<file path="src/design/dmajl_pkg.sv">
// Shared types, codes and the microcode ROM of the job-list DMA engine.
`timescale 1ns / 1ps
`default_nettype none
package dmajl_pkg;

  typedef logic [4:0] step_t;

  // Fields of one input transfer and one result transfer, engine phases and job modes
  typedef enum logic [1:0] {
    OP_REG_WR   = 2'd0,
    OP_REG_RD   = 2'd1,
    OP_MEM_DATA = 2'd2,
    OP_MEM_ACK  = 2'd3
  } op_e;

  typedef enum logic [1:0] {
    OFF_LOW  = 2'd0,
    OFF_MID  = 2'd1,
    OFF_BANK = 2'd2,
    OFF_NONE = 2'd3
  } reg_off_e;

  typedef enum logic [1:0] {
    K_RD_REQ   = 2'd0,
    K_WR_REQ   = 2'd1,
    K_DONE     = 2'd2,
    K_REG_DATA = 2'd3
  } kind_e;

  typedef enum logic [1:0] {
    PH_IDLE  = 2'd0,
    PH_FETCH = 2'd1,
    PH_READ  = 2'd2,
    PH_WRITE = 2'd3
  } phase_e;

  typedef enum logic [2:0] {
    MODE_UP    = 3'd0,
    MODE_DSTDN = 3'd1,
    MODE_SRCDN = 3'd2,
    MODE_FILL  = 3'd4,
    MODE_DOWN  = 3'd5
  } mode_e;

  localparam logic [7:0]  CMD_COPY   = 8'h00;
  localparam logic [7:0]  CMD_FILL   = 8'h03;
  localparam logic [7:0]  CMD_DOWN   = 8'h30;
  localparam logic [7:0]  READ_VALUE = 8'h7f;
  localparam logic [3:0]  JOB_BYTES  = 4'd9;
  localparam logic [23:0] DIR_BIT    = 24'h400000;
  localparam logic [1:0]  VERSION_DIR = 2'd1;
  localparam logic [1:0]  VERSION_RST = 2'd2;

  // Microcode fields
  typedef enum logic [1:0] {
    J_NEXT,   // step + 1
    J_IF,     // condition ? target : step + 1
    J_WAIT,   // transfer accepted ? target : stay
    J_DISP    // dispatch base + operation
  } jmp_e;

  typedef enum logic [3:0] {
    C_ALWAYS,
    C_PH_BUSY,
    C_OFF_NZ,
    C_PH_FETCH,
    C_PH_NOT_READ,
    C_FETCH_MORE,
    C_COUNT_ZERO,
    C_CMD_UNKNOWN,
    C_MODE_NOT_FILL,
    C_PH_NOT_WRITE,
    C_COUNT_NZ
  } cond_e;

  typedef enum logic [3:0] {
    A_NONE,
    A_LP_WRITE,
    A_FETCH_START,
    A_STORE_BYTE,
    A_MASK_ADDR,
    A_SET_MODE,
    A_FILL_WRITE,
    A_SRC_READ,
    A_COPY_WRITE,
    A_GO_IDLE,
    A_DEC_COUNT
  } act_e;

  typedef enum logic [2:0] {
    E_NONE,
    E_REG_READ,
    E_FETCH_REQ,
    E_COPY_WRITE,
    E_FILL_WRITE,
    E_SRC_READ,
    E_FINISH
  } emit_e;

  typedef struct packed {
    jmp_e  jmp;
    cond_e cnd;
    step_t target;
    act_e  act;
    emit_e emit;
  } uword_t;

  // Datapath flags seen by the sequencer
  typedef struct packed {
    logic ph_idle;
    logic ph_fetch;
    logic ph_read;
    logic ph_write;
    logic off_nz;
    logic fetch_more;
    logic count_zero;
    logic cmd_known;
    logic mode_fill;
  } status_t;

  // Per-step control from sequencer to datapath
  typedef struct packed {
    act_e  act;
    emit_e emit;
  } ctrl_t;

  typedef struct packed {
    kind_e       kind;
    logic [23:0] addr;
    logic [7:0]  data;
  } result_t;

  // Entry points of the program
  localparam step_t ST_IDLE      = 5'd0;
  localparam step_t ST_DISP      = 5'd1;
  localparam step_t ST_DISP_BASE = 5'd2;
  localparam step_t ST_WR        = 5'd6;
  localparam step_t ST_FETCH_REQ = 5'd9;
  localparam step_t ST_MD        = 5'd10;
  localparam step_t ST_FETCH     = 5'd13;
  localparam step_t ST_ACCESS    = 5'd19;
  localparam step_t ST_SRC_RD    = 5'd21;
  localparam step_t ST_FINISH    = 5'd22;
  localparam step_t ST_ACK       = 5'd23;

  function automatic uword_t ucode_rom(input step_t step);
    uword_t uw;
    unique case (step)
      // wait for a transfer, then jump on its operation
      5'd0:  uw = '{J_WAIT, C_ALWAYS,        ST_DISP,      A_NONE,        E_NONE};
      5'd1:  uw = '{J_DISP, C_ALWAYS,        ST_DISP_BASE, A_NONE,        E_NONE};
      // jump table, one entry per operation
      5'd2:  uw = '{J_IF,   C_ALWAYS,        ST_WR,        A_NONE,        E_NONE};
      5'd3:  uw = '{J_IF,   C_ALWAYS,        ST_IDLE,      A_NONE,        E_REG_READ};
      5'd4:  uw = '{J_IF,   C_ALWAYS,        ST_MD,        A_NONE,        E_NONE};
      5'd5:  uw = '{J_IF,   C_ALWAYS,        ST_ACK,       A_NONE,        E_NONE};
      // register write
      5'd6:  uw = '{J_IF,   C_PH_BUSY,       ST_IDLE,      A_NONE,        E_NONE};
      5'd7:  uw = '{J_IF,   C_OFF_NZ,        ST_IDLE,      A_LP_WRITE,    E_NONE};
      5'd8:  uw = '{J_NEXT, C_ALWAYS,        ST_IDLE,      A_FETCH_START, E_NONE};
      5'd9:  uw = '{J_IF,   C_ALWAYS,        ST_IDLE,      A_NONE,        E_FETCH_REQ};
      // memory read data
      5'd10: uw = '{J_IF,   C_PH_FETCH,      ST_FETCH,     A_NONE,        E_NONE};
      5'd11: uw = '{J_IF,   C_PH_NOT_READ,   ST_IDLE,      A_NONE,        E_NONE};
      5'd12: uw = '{J_IF,   C_ALWAYS,        ST_IDLE,      A_COPY_WRITE,  E_COPY_WRITE};
      // job byte fetch and job start
      5'd13: uw = '{J_NEXT, C_ALWAYS,        ST_IDLE,      A_STORE_BYTE,  E_NONE};
      5'd14: uw = '{J_IF,   C_FETCH_MORE,    ST_FETCH_REQ, A_NONE,        E_NONE};
      5'd15: uw = '{J_NEXT, C_ALWAYS,        ST_IDLE,      A_MASK_ADDR,   E_NONE};
      5'd16: uw = '{J_IF,   C_COUNT_ZERO,    ST_FINISH,    A_NONE,        E_NONE};
      5'd17: uw = '{J_IF,   C_CMD_UNKNOWN,   ST_FINISH,    A_NONE,        E_NONE};
      5'd18: uw = '{J_NEXT, C_ALWAYS,        ST_IDLE,      A_SET_MODE,    E_NONE};
      // next memory access of the job
      5'd19: uw = '{J_IF,   C_MODE_NOT_FILL, ST_SRC_RD,    A_NONE,        E_NONE};
      5'd20: uw = '{J_IF,   C_ALWAYS,        ST_IDLE,      A_FILL_WRITE,  E_FILL_WRITE};
      5'd21: uw = '{J_IF,   C_ALWAYS,        ST_IDLE,      A_SRC_READ,    E_SRC_READ};
      5'd22: uw = '{J_IF,   C_ALWAYS,        ST_IDLE,      A_GO_IDLE,     E_FINISH};
      // memory write acknowledge
      5'd23: uw = '{J_IF,   C_PH_NOT_WRITE,  ST_IDLE,      A_NONE,        E_NONE};
      5'd24: uw = '{J_NEXT, C_ALWAYS,        ST_IDLE,      A_DEC_COUNT,   E_NONE};
      5'd25: uw = '{J_IF,   C_COUNT_NZ,      ST_ACCESS,    A_NONE,        E_NONE};
      5'd26: uw = '{J_IF,   C_ALWAYS,        ST_FINISH,    A_NONE,        E_NONE};
      default: uw = '{J_IF, C_ALWAYS,        ST_IDLE,      A_NONE,        E_NONE};
    endcase
    return uw;
  endfunction

endpackage
`default_nettype wire

</file>
<file path="src/design/dma_job_list_copy_fill_engine_core.sv">
// Top level of the microcoded job-list DMA copy/fill engine.
`timescale 1ns / 1ps
`default_nettype none
// Channel  Direction  Handshake              Payload
// in       into core  in_valid_i/in_stall_o   operation, reg_offset, write_value, mem_data
// out      from core  out_valid_o/out_stall_i kind, mem_address, out_data
// cfg      into core  cfg_we_i                cfg_wdata_i (controller revision)
//
// Each transfer runs a short microprogram, one ROM step per cycle while no
// emitting step holds; the last job byte runs the longest one, which starts
// the job. A new transfer is taken only once the program is back at its wait step.
// Reset puts the sequencer at its wait step, the engine idle, revision 2.
// A new transfer is taken while the last result still waits in the output
// register; a step that emits holds only while that register is stalled.
module dma_job_list_copy_fill_engine_core #(
  parameter int ADDR_WIDTH = 24
) (
  input  wire        clk_i,
  input  wire        rst_ni,
  input  wire        cfg_we_i,
  input  wire [1:0]  cfg_wdata_i,
  input  wire        in_valid_i,
  output logic       in_stall_o,
  input  wire [1:0]  operation_i,
  input  wire [1:0]  reg_offset_i,
  input  wire [7:0]  write_value_i,
  input  wire [7:0]  mem_data_i,
  output logic       out_valid_o,
  input  wire        out_stall_i,
  output logic [1:0] kind_o,
  output logic [23:0] mem_address_o,
  output logic [7:0] out_data_o
);
  import dmajl_pkg::*;

  logic [1:0] version_q;

  // latched input transfer
  logic [1:0] op_q;
  logic [1:0] off_q;
  logic [7:0] wv_q;
  logic [7:0] md_q;

  logic    in_accept;
  logic    idle;
  logic    out_busy;
  ctrl_t   ctrl;
  status_t status;
  result_t result;

  logic    out_valid_q;
  result_t out_q;

  assign in_stall_o = !idle;
  assign in_accept  = in_valid_i && idle;
  assign out_busy   = out_valid_q && out_stall_i;

  always_ff @(posedge clk_i or negedge rst_ni) begin
    if (!rst_ni) begin
      version_q <= VERSION_RST;
    end else if (cfg_we_i) begin
      version_q <= cfg_wdata_i;
    end
  end

  always_ff @(posedge clk_i) begin
    if (in_accept) begin
      op_q  <= operation_i;
      off_q <= reg_offset_i;
      wv_q  <= write_value_i;
      md_q  <= mem_data_i;
    end
  end

  dmajl_useq u_useq (
    .clk_i       (clk_i),
    .rst_ni      (rst_ni),
    .in_accept_i (in_accept),
    .op_i        (op_q),
    .status_i    (status),
    .out_busy_i  (out_busy),
    .idle_o      (idle),
    .ctrl_o      (ctrl)
  );

  dmajl_dpath #(
    .ADDR_WIDTH (ADDR_WIDTH)
  ) u_dpath (
    .clk_i         (clk_i),
    .rst_ni        (rst_ni),
    .ctrl_i        (ctrl),
    .reg_offset_i  (off_q),
    .write_value_i (wv_q),
    .mem_data_i    (md_q),
    .dir_enable_i  (version_q == VERSION_DIR),
    .status_o      (status),
    .result_o      (result)
  );

  // output register: loads on an emitting step, drains when not stalled
  always_ff @(posedge clk_i or negedge rst_ni) begin
    if (!rst_ni) begin
      out_valid_q <= 1'b0;
    end else if (ctrl.emit != E_NONE) begin
      out_valid_q <= 1'b1;
    end else if (!out_stall_i) begin
      out_valid_q <= 1'b0;
    end
  end

  always_ff @(posedge clk_i) begin
    if (ctrl.emit != E_NONE) begin
      out_q <= result;
    end
  end

  assign out_valid_o   = out_valid_q;
  assign kind_o        = out_q.kind;
  assign mem_address_o = out_q.addr;
  assign out_data_o    = out_q.data;

endmodule
`default_nettype wire

</file>
<file path="src/design/dmajl_useq.sv">
// Microcode sequencer: step counter, ROM lookup and jump logic.
`timescale 1ns / 1ps
`default_nettype none
module dmajl_useq (
  input  wire               clk_i,
  input  wire               rst_ni,
  input  wire               in_accept_i,
  input  wire [1:0]         op_i,
  input  wire dmajl_pkg::status_t status_i,
  input  wire               out_busy_i,
  output logic              idle_o,
  output dmajl_pkg::ctrl_t  ctrl_o
);
  import dmajl_pkg::*;

  step_t  step_q, step_d;
  uword_t uw;
  logic   hold;
  logic   cond_true;

  assign uw   = ucode_rom(step_q);
  // an emitting step waits while the result register is still full and stalled
  assign hold = (uw.emit != E_NONE) && out_busy_i;

  assign idle_o = (step_q == ST_IDLE);

  always_comb begin
    unique case (uw.cnd)
      C_ALWAYS:        cond_true = 1'b1;
      C_PH_BUSY:       cond_true = !status_i.ph_idle;
      C_OFF_NZ:        cond_true = status_i.off_nz;
      C_PH_FETCH:      cond_true = status_i.ph_fetch;
      C_PH_NOT_READ:   cond_true = !status_i.ph_read;
      C_FETCH_MORE:    cond_true = status_i.fetch_more;
      C_COUNT_ZERO:    cond_true = status_i.count_zero;
      C_CMD_UNKNOWN:   cond_true = !status_i.cmd_known;
      C_MODE_NOT_FILL: cond_true = !status_i.mode_fill;
      C_PH_NOT_WRITE:  cond_true = !status_i.ph_write;
      C_COUNT_NZ:      cond_true = !status_i.count_zero;
      default:         cond_true = 1'b0;
    endcase
  end

  always_comb begin
    step_d = step_q;
    if (!hold) begin
      unique case (uw.jmp)
        J_NEXT: step_d = step_q + 5'd1;
        J_IF:   step_d = cond_true ? uw.target : step_q + 5'd1;
        J_WAIT: step_d = in_accept_i ? uw.target : step_q;
        J_DISP: step_d = uw.target + step_t'(op_i);
        default: step_d = ST_IDLE;
      endcase
    end
  end

  always_comb begin
    if (hold) begin
      ctrl_o.act  = A_NONE;
      ctrl_o.emit = E_NONE;
    end else begin
      ctrl_o.act  = uw.act;
      ctrl_o.emit = uw.emit;
    end
  end

  always_ff @(posedge clk_i or negedge rst_ni) begin
    if (!rst_ni) begin
      step_q <= ST_IDLE;
    end else begin
      step_q <= step_d;
    end
  end

endmodule
`default_nettype wire

</file>
<file path="src/design/dmajl_dpath.sv">
// Engine datapath: list pointer, job registers, address steppers, result mux.
`timescale 1ns / 1ps
`default_nettype none
module dmajl_dpath #(
  parameter int ADDR_WIDTH = 24
) (
  input  wire                clk_i,
  input  wire                rst_ni,
  input  wire dmajl_pkg::ctrl_t ctrl_i,
  input  wire [1:0]          reg_offset_i,
  input  wire [7:0]          write_value_i,
  input  wire [7:0]          mem_data_i,
  input  wire                dir_enable_i,
  output dmajl_pkg::status_t status_o,
  output dmajl_pkg::result_t result_o
);
  import dmajl_pkg::*;

  localparam logic [23:0] AMASK =
    (ADDR_WIDTH >= 24) ? 24'hFFFFFF : 24'((64'd1 << ADDR_WIDTH) - 64'd1);

  logic [23:0] lp_q, lp_d;
  logic [3:0]  fidx_q, fidx_d;
  logic [7:0]  cmd_q, cmd_d;
  logic [15:0] count_q, count_d;
  logic [23:0] src_q, src_d;
  logic [23:0] dst_q, dst_d;
  mode_e       mode_q, mode_d;
  phase_e      phase_q, phase_d;

  logic src_down, dst_down;

  function automatic logic [23:0] addr_step(input logic [23:0] a, input logic down);
    logic [23:0] r;
    r = down ? (a - 24'd1) : (a + 24'd1);
    return r & AMASK;
  endfunction

  assign src_down = (mode_q == MODE_SRCDN) || (mode_q == MODE_DOWN);
  assign dst_down = (mode_q == MODE_DSTDN) || (mode_q == MODE_DOWN);

  always_comb begin
    status_o.ph_idle    = (phase_q == PH_IDLE);
    status_o.ph_fetch   = (phase_q == PH_FETCH);
    status_o.ph_read    = (phase_q == PH_READ);
    status_o.ph_write   = (phase_q == PH_WRITE);
    status_o.off_nz     = (reg_offset_i != OFF_LOW);
    status_o.fetch_more = (fidx_q < JOB_BYTES);
    status_o.count_zero = (count_q == 16'd0);
    status_o.cmd_known  = (cmd_q == CMD_COPY) || (cmd_q == CMD_FILL) || (cmd_q == CMD_DOWN);
    status_o.mode_fill  = (mode_q == MODE_FILL);
  end

  always_comb begin
    lp_d    = lp_q;
    fidx_d  = fidx_q;
    cmd_d   = cmd_q;
    count_d = count_q;
    src_d   = src_q;
    dst_d   = dst_q;
    mode_d  = mode_q;
    phase_d = phase_q;
    unique case (ctrl_i.act)
      A_NONE: ;
      A_LP_WRITE: begin
        unique case (reg_offset_i)
          OFF_LOW:  lp_d[7:0]   = write_value_i;
          OFF_MID:  lp_d[15:8]  = write_value_i;
          OFF_BANK: lp_d[23:16] = write_value_i;
          default: ;
        endcase
      end
      A_FETCH_START: begin
        fidx_d  = 4'd0;
        phase_d = PH_FETCH;
      end
      A_STORE_BYTE: begin
        unique case (fidx_q)
          4'd0: cmd_d          = mem_data_i;
          4'd1: count_d[7:0]   = mem_data_i;
          4'd2: count_d[15:8]  = mem_data_i;
          4'd3: src_d[7:0]     = mem_data_i;
          4'd4: src_d[15:8]    = mem_data_i;
          4'd5: src_d[23:16]   = mem_data_i;
          4'd6: dst_d[7:0]     = mem_data_i;
          4'd7: dst_d[15:8]    = mem_data_i;
          4'd8: dst_d[23:16]   = mem_data_i;
          default: ;
        endcase
        fidx_d = fidx_q + 4'd1;
      end
      A_MASK_ADDR: begin
        src_d = src_q & AMASK;
        dst_d = dst_q & AMASK;
      end
      A_SET_MODE: begin
        unique case (cmd_q)
          CMD_COPY: begin
            if (dir_enable_i && (src_q[22] || dst_q[22])) begin
              if (!src_q[22]) begin
                dst_d  = dst_q & ~DIR_BIT;
                mode_d = MODE_DSTDN;
              end else if (!dst_q[22]) begin
                src_d  = src_q & ~DIR_BIT;
                mode_d = MODE_SRCDN;
              end else begin
                // reverse copy: both pre-decremented, then a plain down copy
                src_d  = addr_step(src_q & ~DIR_BIT, 1'b1);
                dst_d  = addr_step(dst_q & ~DIR_BIT, 1'b1);
                mode_d = MODE_DOWN;
              end
            end else begin
              mode_d = MODE_UP;
            end
          end
          CMD_FILL: mode_d = MODE_FILL;
          CMD_DOWN: mode_d = MODE_DOWN;
          default: ;
        endcase
      end
      A_FILL_WRITE: begin
        dst_d   = addr_step(dst_q, 1'b0);
        phase_d = PH_WRITE;
      end
      A_SRC_READ: begin
        src_d   = addr_step(src_q, src_down);
        phase_d = PH_READ;
      end
      A_COPY_WRITE: begin
        dst_d   = addr_step(dst_q, dst_down);
        phase_d = PH_WRITE;
      end
      A_GO_IDLE: phase_d = PH_IDLE;
      A_DEC_COUNT: count_d = count_q - 16'd1;
      default: ;
    endcase
  end

  always_comb begin
    result_o.kind = K_RD_REQ;
    result_o.addr = 24'd0;
    result_o.data = 8'd0;
    unique case (ctrl_i.emit)
      E_NONE: ;
      E_REG_READ: begin
        result_o.kind = K_REG_DATA;
        result_o.data = READ_VALUE;
      end
      E_FETCH_REQ: begin
        result_o.kind = K_RD_REQ;
        result_o.addr = (lp_q + {20'd0, fidx_q}) & AMASK;
      end
      E_COPY_WRITE: begin
        result_o.kind = K_WR_REQ;
        result_o.addr = dst_q;
        result_o.data = mem_data_i;
      end
      E_FILL_WRITE: begin
        result_o.kind = K_WR_REQ;
        result_o.addr = dst_q;
        result_o.data = src_q[7:0];
      end
      E_SRC_READ: begin
        result_o.kind = K_RD_REQ;
        result_o.addr = src_q;
      end
      E_FINISH: result_o.kind = K_DONE;
      default: ;
    endcase
  end

  always_ff @(posedge clk_i or negedge rst_ni) begin
    if (!rst_ni) begin
      lp_q    <= 24'd0;
      fidx_q  <= 4'd0;
      cmd_q   <= 8'd0;
      count_q <= 16'd0;
      src_q   <= 24'd0;
      dst_q   <= 24'd0;
      mode_q  <= MODE_UP;
      phase_q <= PH_IDLE;
    end else begin
      lp_q    <= lp_d;
      fidx_q  <= fidx_d;
      cmd_q   <= cmd_d;
      count_q <= count_d;
      src_q   <= src_d;
      dst_q   <= dst_d;
      mode_q  <= mode_d;
      phase_q <= phase_d;
    end
  end

endmodule
`default_nettype wire
</file>
<file path="config.mk">
export PLATFORM = sky130hd
export DESIGN_NAME = dma_job_list_copy_fill_engine_core
export DESIGN_NICKNAME = d
export VERILOG_FILES = /design/src/design/dmajl_pkg.sv /design/src/design/dma_job_list_copy_fill_engine_core.sv /design/src/design/dmajl_useq.sv /design/src/design/dmajl_dpath.sv
export SDC_FILE = /design/constraint.sdc
export NUM_CORES = 1
export LEC_CHECK = 0
export BUFFER_PORTS_ARGS = -buffer_cell sky130_fd_sc_hd__buf_2
export CAP_MARGIN = 20
export CORE_UTILIZATION = 45
export DETAILED_ROUTE_END_ITERATION = 12
export GPL_ROUTABILITY_DRIVEN = 0
export PLACE_DENSITY = 0.72
export SLEW_MARGIN = 10
export SYNTH_ARGS = -nofsm -noshare
export SYNTH_HDL_FRONTEND = slang
export SYNTH_SLANG_ARGS = --single-unit
</file>
<file path="constraint.sdc">
create_clock -name clk_i -period 4 [get_ports clk_i]
set_input_delay 0.4 -clock clk_i [delete_from_list [all_inputs] [get_ports clk_i]]
set_output_delay 0.4 -clock clk_i [all_outputs]
set_load 0.02 [all_outputs]
</file>
-- Yosys cells after proc, flatten, opt, wreduce, memory -nomap -nowiden
Memory sizes are Yosys's and may differ from the RTL's.
Index checks and enable logic that the tools add are counted.
- register bits: 167
- bits in read-only memories: 576
- bits of input ports: 27
- output and inout bits: 36
- word-level logic and storage cells: 191
- memories: 1
- add/subtract/negate cells: 11
- $lt $le $gt $ge: 1
- equality and inequality tests: 62
- mux-type cells: 37
- bitwise operators: 1
- reductions and logical operators: 51
- memory list (name ; depth ; width ; rd ports ; clocked after memory_dff ; write ports ; RTL line ; text):
    (name not given) ; 32 ; 18 ; 1 ; 0 ; 0 ; dmajl_pkg.sv:148 ; unique case (step)
- operators with widths (operator ; count):
    24-bit 2-to-1 mux ; 10
    24-bit one-hot mux with 3 select lines ; 2
    24-bit one-hot mux with 4 select lines ; 1
    24-bit by 1-bit subtractor with 24-bit output (second input constant) ; 4
    8-bit 2-to-1 mux ; 8
    24-bit by 1-bit adder with 24-bit output (second input constant) ; 2
    4-bit by 3-bit == test with 1-bit output (second input constant) ; 11
    6-bit AND reduction ; 6
    16-bit one-hot mux with 2 select lines ; 1
    4-bit == test (second input constant) ; 7
    24-bit by 4-bit adder with 24-bit output ; 1
    4-bit by 2-bit == test with 1-bit output (second input constant) ; 6
    8-bit one-hot mux with 3 select lines ; 1
    5-bit one-hot mux with 4 select lines ; 1
    16-bit zero test ; 1
    2-bit AND reduction ; 8
    16-bit by 1-bit subtractor with 16-bit output (second input constant) ; 1
    3-bit == test (second input constant) ; 5
    2-bit by 1-bit inequality test with 1-bit output (second input constant) ; 7
    2-bit inequality test (second input constant) ; 7
    4-bit by 1-bit == test with 1-bit output (second input constant) ; 3
    3-bit nonzero test ; 4
    1-bit one-hot mux with 11 select lines ; 1
    2-bit == test (second input constant) ; 5
    other kinds (29) ; 60

-- Longest topological paths before layout
Gate-level depths: netlist of run 1.
- word-level depth: 7
- mapped depth: 13
- depth with buffers taken out: 13

-- Modules after synthesis
A second synthesis of run 1 with hierarchy kept.
- cell total of the unflattened synthesis: 1361
- area, all modules: 12041.5 sq um
- by module, submodules not included (module ; instances ; cells each ; area each (sq um) ; sequential area each (sq um)):
    dmajl_dpath ; 1 ; 1115 ; 8909.8 ; 2627.5
    dma_job_list_copy_fill_engine_core ; 1 ; 65 ; 1761.7 ; 1697.9
    dmajl_useq ; 1 ; 181 ; 1370.1 ; 125.1

-- Worst setup path before layout of run 1
Ideal clock, no wire load.
- kind: register to register
- start: register u_dpath.mode_q[0]
- end: register u_dpath.src_q[23]
- library setup time: 0.087 ns
- arrival: 3.511 ns
- data required time: 3.913 ns
- slack: 0.403 ns
- stages on the path, launching flop included: 13
- buffers on the path: 1
- clock period less this slack: 3.597 ns
- cell sequence: dfrtp_1 nor2b_1 a22o_1 ha_1 clkbuf_1 nand3_1 or3_1 o21a_1 o31ai_1 nand4_1 o211a_1 or4b_1 o211ai_1
- word-level cells in the longest chain between the ends: 4
- elaborated cells between the ends (all ways): 5
- classes of those cells: 2 x eq/ne; 2 x mux; 1 x reduce/logical
- RTL lines (item ; RTL line ; text):
    start, declared ; dmajl_dpath.sv:28 ; mode_e mode_q, mode_d;
    start signal, assigned ; dmajl_dpath.sv:189 ; mode_q <= mode_d;
    3-bit by 2-bit == test with 1-bit output / 3-bit == test (equally long branches) ; dmajl_dpath.sv:39 ; assign src_down = (mode_q == MODE_SRCDN) || (mode_q == MODE_DOWN);
    1-bit logical OR * ; dmajl_dpath.sv:39 ;
    24-bit 2-to-1 mux * ; dmajl_dpath.sv:35 ; r = down ? (a - 24'd1) : (a + 24'd1);
    24-bit one-hot mux with 3 select lines * ; dmajl_dpath.sv:63 ; unique case (ctrl_i.act)
    end signal, assigned ; dmajl_dpath.sv:187 ; src_q <= src_d;
    end, declared ; dmajl_dpath.sv:26 ; logic [23:0] src_q, src_d;
Every way passes the cells marked *; elsewhere a longest branch is shown, timed or not.
A chain may end at the register's enable or synchronous reset.

-- Worst setup path in the final report of run 1
- start: register u_useq.step_q[1]
- end: register u_dpath.lp_q[10]
- word-level cells in the longest chain between the ends: 6
- RTL lines (item ; RTL line ; text):
    start, declared ; dmajl_useq.sv:16 ; step_t step_q, step_d;
    start signal, assigned ; dmajl_useq.sv:71 ; step_q <= step_d;
    memory 32 x 18 bit * ; n/a ;
    3-bit nonzero test ; dmajl_useq.sv:23 ; assign hold = (uw.emit != E_NONE) && out_busy_i;
    1-bit logical AND ; dmajl_useq.sv:23 ;
    7-bit 2-to-1 mux * ; dmajl_useq.sv:58 ; if (hold) begin
    4-bit by 1-bit == test with 1-bit output * ; dmajl_dpath.sv:63 ;
    2-bit AND reduction (no source line) * ; n/a ;
    end signal, assigned ; dmajl_dpath.sv:183 ; lp_q <= lp_d;
    end, declared ; dmajl_dpath.sv:22 ; logic [23:0] lp_q, lp_d;
Marked as above.

==> results.md, run 1 <==
* Pwr Density at 655 mW/mm2
* Drt total wl at 34.7 mm
* Io pins at 63
* Mean Syn Cell Area at 8.95 um2
* Final slew viol count at 0
* Delay-heaviest family, CP: simple AND/OR/NAND/NOR gates
* R2r setup slk at 270 ps
* Area grow syn2layout at 11.6%
* Pre-antenna DRT Iters at 5
* CTS clk-pin slew, worst paths at 70 ps
* Tightest Pin Transition at 1050 ps
* Cell repeated most along the worst path: nand2_1
* Detailed-route via count at 10900
* RSZ-0062 raised after global routing: no
* Cell area after synthesis at 0.0118 mm2
* Max transition margin at 29.2%
* Synth cell types at 90
* FFs w/ async S/R, synth at 67.7%
* Main flop type after synthesis: dfrtp_1
* Seq cells post-synth at 167
* Max_cap viols at 0
* Critical Path RT at 4320 ps
* GRT Util Overall at 26.6%
* Crit path cell chain: inv_1, ha_1, and3b_1, o21ai_2, nand2_1, o311a_1, buf_4, nor2_4, nand2_1, nor3b_4, mux2_2
* Setup TNS at 0 ps
* CTS Root Cell: clkbuf_16
* Clock Path Buffers at 2
* Post-synth top area share at 23.8%
* Syn Inst Count at 1314
* Die Y at 164 um
* Synth area leader: dfrtp_1
* Effective utilization at floorplan at 46.3%
* Antenna Cells at 0
* Final HPWL DP at 25.5 mm
* Vias per cell at 6.40
* RR Endpoint: u_dpath.lp_q[10]
* DR WL/cell at 20.3 um
* Iteration-0 DRC Markers at 1270
* CORE AREA at 0.0254 mm2
* Cell Area, Placed at 0.0125 mm2
* Reg-to-Reg Start: u_useq.step_q[1]
* Antenna Nets Post-Route at 0
* Tmin final at 3730 ps
* Layout Cell Area excl Fill at 0.0131 mm2
* EDFF count, synth at 54
* Global-route wire length before repair at 54.8 mm
* Fmax at 0.268 GHz
* Critical path launch point type: flip-flop
* Buf+Inv Stages, Crit Path at 2
* Worst-skew pair later-pin latency at 440 ps
* Gr ovfl total at 0
* Worst path max stage delay at 530 ps
* Final hold viol count at 0
* CTS HTree Levels at 4
* Port Buffer Count at 62
* Footprint of the multi-input gates at 0.00694 mm2
* Sequential fraction of the synthesis area at 37.9%
* Final setup viols at 0
* Share of cells above drive strength 1 at 15.3%
* Initial antenna violation count at 0
* CTS tree: built
* Number of global-route vias before repair at 10100
* Leading post-synthesis cells by cell area: dfrtp_1 24%, edfxtp_1 14%, ha_1 4.9%
* Std cell rows at 58
* Crit path DAT at 4050 ps
* Slowest cell on crit path: o311a_1
* Post-layout nets at 1441
* HP Class: input port to async pin
* Run status: finished, final reports clean
* Filler Cells Inserted at 2319
* R2r worst-path depth at 11
* LEAKAGE at 5.37 nW
* Largest net degree at the start of global routing at 68
* Reg area at 0.00445 mm2
* Crit-path max FO at 10
* Post-CTS Repair Setup Buffers at 0
* DIE WIDTH at 164 um
* Number of remaining DRC errors at 0
* Maximum VDD drop at 269 uV
* Crit share post-route at 93.2%
* Full die area at 0.0268 mm2
* CTS Buf Count at 17
* Skew final at 9.20 ps
* CP Class: flip-flop to flip-flop
* Crit. End Element: flip-flop
* Synth Warn # at 0
* CTS Sinks at 167
* Post-Syn Nets at 1390
-- area by class of cell --
| type | instances | share of cell area (%) |
|---|---|---|
| clock buffers | 18 | 3.35 |
| well taps | 330 | 3.15 |
| clock inverters | 14 | 1.25 |
| multi-input cells | 1051 | 52.9 |
| flip-flops and latches | 167 | 33.9 |
| inverters | 31 | 0.887 |
| repair buffers | 97 | 4.48 |
-- metal layers --
layer / routed length [um] / global-route usage, % / share of wire [%]
met1: 15200 / 36.4 / 44
met2: 15800 / 41.6 / 45
met5: 0 / 0 / 0
met4: 1130 / 10.8 / 3.2
met3: 2600 / 4.57 / 7.5
-- where the power goes --
group	total [mW]	switching, mW	leakage (nW)	internal (mW)
clock	1.72	0.765	0.292	0.954
sequential	3.26	0.832	1.97	2.42
combinational	3.61	2.17	3.10	1.44
total	8.58	3.76	5.37	4.82
-- state kept, by name, indices dropped and copies added, names as in the netlist, 3 cells and up --
name and flops:
mem_address_o 24, u_dpath.dst_q 24, u_dpath.lp_q 24, u_dpath.src_q 24, u_dpath.count_q 16, md_q 8
out_data_o 8, u_dpath.cmd_q 8, wv_q 8, u_useq.step_q 5, u_dpath.fidx_q 4, u_dpath.mode_q 3
-- cell usage in the layout, fill, tap and decap left out, types with 7 or more instances in the layout --
| cell | netlist | layout |
|---|---|---|
| or3_1 | 18 | 18 |
| a211oi_1 | 9 | 9 |
| xnor2_1 | 26 | 26 |
| nand2_1 | 121 | 121 |
| nor2_1 | 121 | 121 |
| clkbuf_16 | 0 | 17 |
| dfrtp_1 | 112 | 112 |
| edfxtp_1 | 54 | 54 |
| nor4_1 | 14 | 13 |
| mux2i_1 | 9 | 9 |
| xor2_1 | 33 | 33 |
| buf_2 | 16 | 61 |
| o211ai_1 | 10 | 10 |
| a21o_1 | 15 | 15 |
| nor3_1 | 29 | 28 |
| inv_1 | 30 | 30 |
| a22oi_1 | 30 | 30 |
| a221o_1 | 12 | 12 |
| o22ai_1 | 16 | 15 |
| o21ai_1 | 21 | 21 |
| a21oi_1 | 88 | 88 |
| and2_1 | 12 | 12 |
| o31ai_1 | 8 | 7 |
| ha_1 | 46 | 46 |
| buf_4 | 1 | 35 |
| o21a_1 | 15 | 15 |
| nand4_1 | 9 | 9 |
| a31oi_1 | 10 | 10 |
| and3_1 | 23 | 23 |
| nor2b_1 | 18 | 18 |
| o21ai_0 | 90 | 90 |
| a22o_1 | 10 | 10 |
| o221ai_1 | 13 | 13 |
| nand3_1 | 55 | 55 |
| mux2_2 | 41 | 41 |
| nand2b_1 | 12 | 12 |
-- per-stage QoR --
step / utilization, % / power, mW / std cells / hold slack [ps] / setup slack (ps)
floorplan: - / 5.67 / 1314 / 104 / 403
global route: 51.6 / 9.10 / 1708 / 120 / 67.1
global placement: 49.2 / 6.68 / 1676 / 482 / 378
CTS: 51.6 / 8.51 / 1708 / 116 / 307
detailed placement: 49.2 / 6.78 / 1676 / 487 / 327
finish: 51.6 / 8.58 / 1708 / 120 / 274
-- synth_stat cells, types with 9 or more instances --
cell type	count
a22o_1	10
a21o_1	15
o22ai_1	16
nand4_1	9
a211oi_1	9
inv_1	30
and2_1	12
nand2b_1	12
edfxtp_1	54
dfrtp_1	112
nand3_1	55
o221ai_1	13
buf_2	16
mux2_2	41
o21ai_1	21
nor4_1	14
o21a_1	15
xnor2_1	26
a31oi_1	10
a21oi_1	88
and3_1	23
nor2_1	121
nor3_1	29
a221o_1	12
o21ai_0	90
clkbuf_1	44
ha_1	46
nor2b_1	18
xor2_1	33
mux2i_1	9
or3_1	18
o211ai_1	10
nand2_1	121
a22oi_1	30
-- timing repair --
item                                    4_1_cts  5_1_grt
endpoints found under the setup margin        0        1
hold buffers                                  0        0
gates resized for setup                       0        1
-- worst max path at each step --
stage	startpoint	cells past startpoint	slack [ps]	to
after floorplan	u_dpath.mode_q[0]	12	400	u_dpath.src_q[23]
after global placement	u_dpath.mode_q[0]	12	380	u_dpath.src_q[23]
after detailed placement	u_dpath.mode_q[0]	12	330	u_dpath.src_q[23]
after CTS	u_dpath.mode_q[0]	12	310	u_dpath.src_q[23]
after global routing	u_dpath.mode_q[0]	12	70	u_dpath.src_q[23]
final	u_useq.step_q[1]	11	270	u_dpath.lp_q[10]
-- cells by family (layout without fill, tap and decap cells) --
kind of cell | Yosys count | in the layout | share of synthesized area [%]
AOI/OAI and AO/OA | 413 | 413 | 23.5
xor gates and xnor gates | 59 | 59 | 4.40
adders and majority gates | 49 | 49 | 5.41
buffers and inverters | 96 | 160 | 3.27
DFF | 167 | 167 | 37.9
muxes | 50 | 50 | 4.69
and+or+nand+nor | 480 | 480 | 20.9
No activity file was read; power rests on OpenSTA's default activity.
==> inputs of run 2 (changes only) <==
--- a/config.mk
+++ b/config.mk
@@ -5,12 +5,12 @@
 export SDC_FILE = /design/constraint.sdc
 export NUM_CORES = 1
 export LEC_CHECK = 0
-export BUFFER_PORTS_ARGS = -buffer_cell sky130_fd_sc_hd__buf_2
 export CAP_MARGIN = 20
 export CORE_UTILIZATION = 45
 export DETAILED_ROUTE_END_ITERATION = 12
+export DONT_BUFFER_PORTS = 1
 export GPL_ROUTABILITY_DRIVEN = 0
-export PLACE_DENSITY = 0.72
+export PLACE_DENSITY = 0.7
 export SLEW_MARGIN = 10
 export SYNTH_ARGS = -nofsm -noshare
 export SYNTH_HDL_FRONTEND = slang
==> run 2 against run 1 <==
Global-route usage rose by 0.26 points. Sequential share of layout area rose by 0.83 points. Via count fell by 2.1%. Maximum frequency rose by 0.99%. Clock power fell by 3%. Non-clock buffer count fell by 59. First-iteration DRC count fell by 3.0%. Critical path type unchanged. Critical endpoint is now u_dpath.src_q[7]. Largest cell class unchanged. Largest power group is now sequential cells.
==> results.md, run 2 (synthesis gave the netlist of run 1 again) <==
* Run status: finished, final reports clean
* Share of cells above drive strength 1 at 11.5%
* Post-CTS Repair Setup Buffers at 0
* Pwr Density at 658 mW/mm2
* Worst-skew pair later-pin latency at 440 ps
* CTS clk-pin slew, worst paths at 80 ps
* Number of global-route vias before repair at 9974
* Crit. End Element: flip-flop
* Antenna Cells at 0
* Crit-path max FO at 10
* CP Class: flip-flop to flip-flop
* CTS HTree Levels at 4
* Total power at 8.43 mW
* Detailed-route via count at 10700
* Setup TNS at 0 ps
* Crit share post-route at 92.2%
* CORE AREA at 0.0254 mm2
* Area grow syn2layout at 8.89%
* Final HPWL DP at 25.4 mm
* Final setup viols at 0
* Post-layout nets at 1382
* Most frequent cells in the layout: 121 x nand2_1, 120 x nor2_1, 112 x dfrtp_1
* CTS Buf Count at 17
* R2r worst-path depth at 12
* Pre-antenna DRT Iters at 7
* Critical Path RT at 4280 ps
* Clock Path Buffers at 2
* Final slew viol count at 0
* LEAKAGE at 5.12 nW
* Filler Cells Inserted at 2336
* Crit path DAT at 3970 ps
* Drt total wl at 34.9 mm
* CTS tree: built
* Number of remaining DRC errors at 0
* Vias per cell at 6.49
* Maximum VDD drop at 323 uV
* Final hold viol count at 0
* Io pins at 63
* CTS Sinks at 167
* Most common cell after layout, fill and taps aside: nand2_1
* Initial antenna violation count at 0
* Critical path launch point type: flip-flop
* Largest net degree at the start of global routing at 114
* Port Buffer Count at 0
* Tmin final at 3690 ps
* HP Class: input port to flip-flop
* CTS Root Cell: clkbuf_16
* Iteration-0 DRC Markers at 1232
* Gr ovfl total at 0
* Tightest Pin Transition at 1020 ps
* Fmax at 0.271 GHz
* Skew final at 15.2 ps
* Antenna Nets Post-Route at 0
* Global-route wire length before repair at 55.3 mm
* Final Hold Slack at 49.4 ps
* DR WL/cell at 21.2 um
* Hold depth at 0
* Full die area at 0.0268 mm2
* DIE WIDTH at 164 um
* Die Y at 164 um
* Std cell rows at 58
* RSZ-0062 raised after global routing: no
* Fin worst setup slack at 310 ps
* Effective utilization at floorplan at 46.3%
* Max_cap viols at 0
* Max transition margin at 32.2%
* GRT Util Overall at 26.9%
* Pre-CTS setup slack at 179 ps
==> run 2: changes by cell type in the layout (fill, tap and decap cells not counted), sizes merged <==
cell         delta
buf            -60
bufinv          -1
clkbuf          -1
clkinv          +1
dlygate4sd3     +1
inv             +1
==> run 2: layout make-up <==
cell class              instances  area, um2  share of cell area, %
clock inverters                15        145                   1.13
flip-flops and latches        167       4450                   34.8
repair buffers                 38        308                   2.40
inverters                      31        116                  0.909
clock buffers                  17        425                   3.32
multi-input cells            1051       6940                   54.2
well taps                     330        413                   3.23
==> run 2: through the flow <==
stage / cell area (um2) / instances / utilization [%]
after floorplan: 11800 / 1314 / -
after global placement: 12200 / 1614 / 48.0
after detailed placement: 12200 / 1614 / 48.0
after CTS: 12800 / 1648 / 50.3
after global routing: 12800 / 1649 / 50.4
final: 12800 / 1649 / 50.4
==> run 2: timing repair <==
item,in CTS,in global routing
endpoints found under the hold margin,113,0
gates resized for setup,0,2
hold buffers,2,0
setup endpoints to repair,0,2
==> run 2: layer usage <==
| layer | track usage, % | up-vias | part of all wire (%) |
|---|---|---|---|
| li1 | - | 4954 | - |
| met3 | 5.76 | 100 | 8.7 |
| met1 | 36.6 | 5131 | 43 |
| met2 | 40.8 | 512 | 45 |
| met4 | 12.1 | 0 | 3.9 |
| met5 | 0 | - | 0 |
==> run 2: power breakdown <==
part / switching [mW] / internal [mW] / leakage, nW
Sequential: 1.04 / 2.44 / 1.97
Combinational: 1.95 / 1.35 / 2.87
Clock: 0.781 / 0.875 / 0.280
==> run 2: worst paths after layout <==
check                                  from            endpoint  slack, ps
max in group asynchronous            rst_ni   u_dpath.dst_q[16]       2940
min in group asynchronous            rst_ni  u_dpath.count_q[9]        560
hold / removal                mem_data_i[5]             md_q[5]         50
setup / recovery           u_useq.step_q[1]    u_dpath.src_q[7]        310
setup reg to reg           u_useq.step_q[1]    u_dpath.src_q[7]        310
hold reg to reg                version_q[0]        version_q[0]        500
==> run 2: worst max-delay path: stages, from the launching register on <==
cell and delay [ps]:
dfrtp_1 550, inv_1 160, ha_1 300, and3b_1 240, o21ai_2 210, nand2_1 200, o311a_1 460, buf_4 230
nor2_4 120, nand2_1 300, buf_4 290, a222oi_1 360, o21ai_1 100
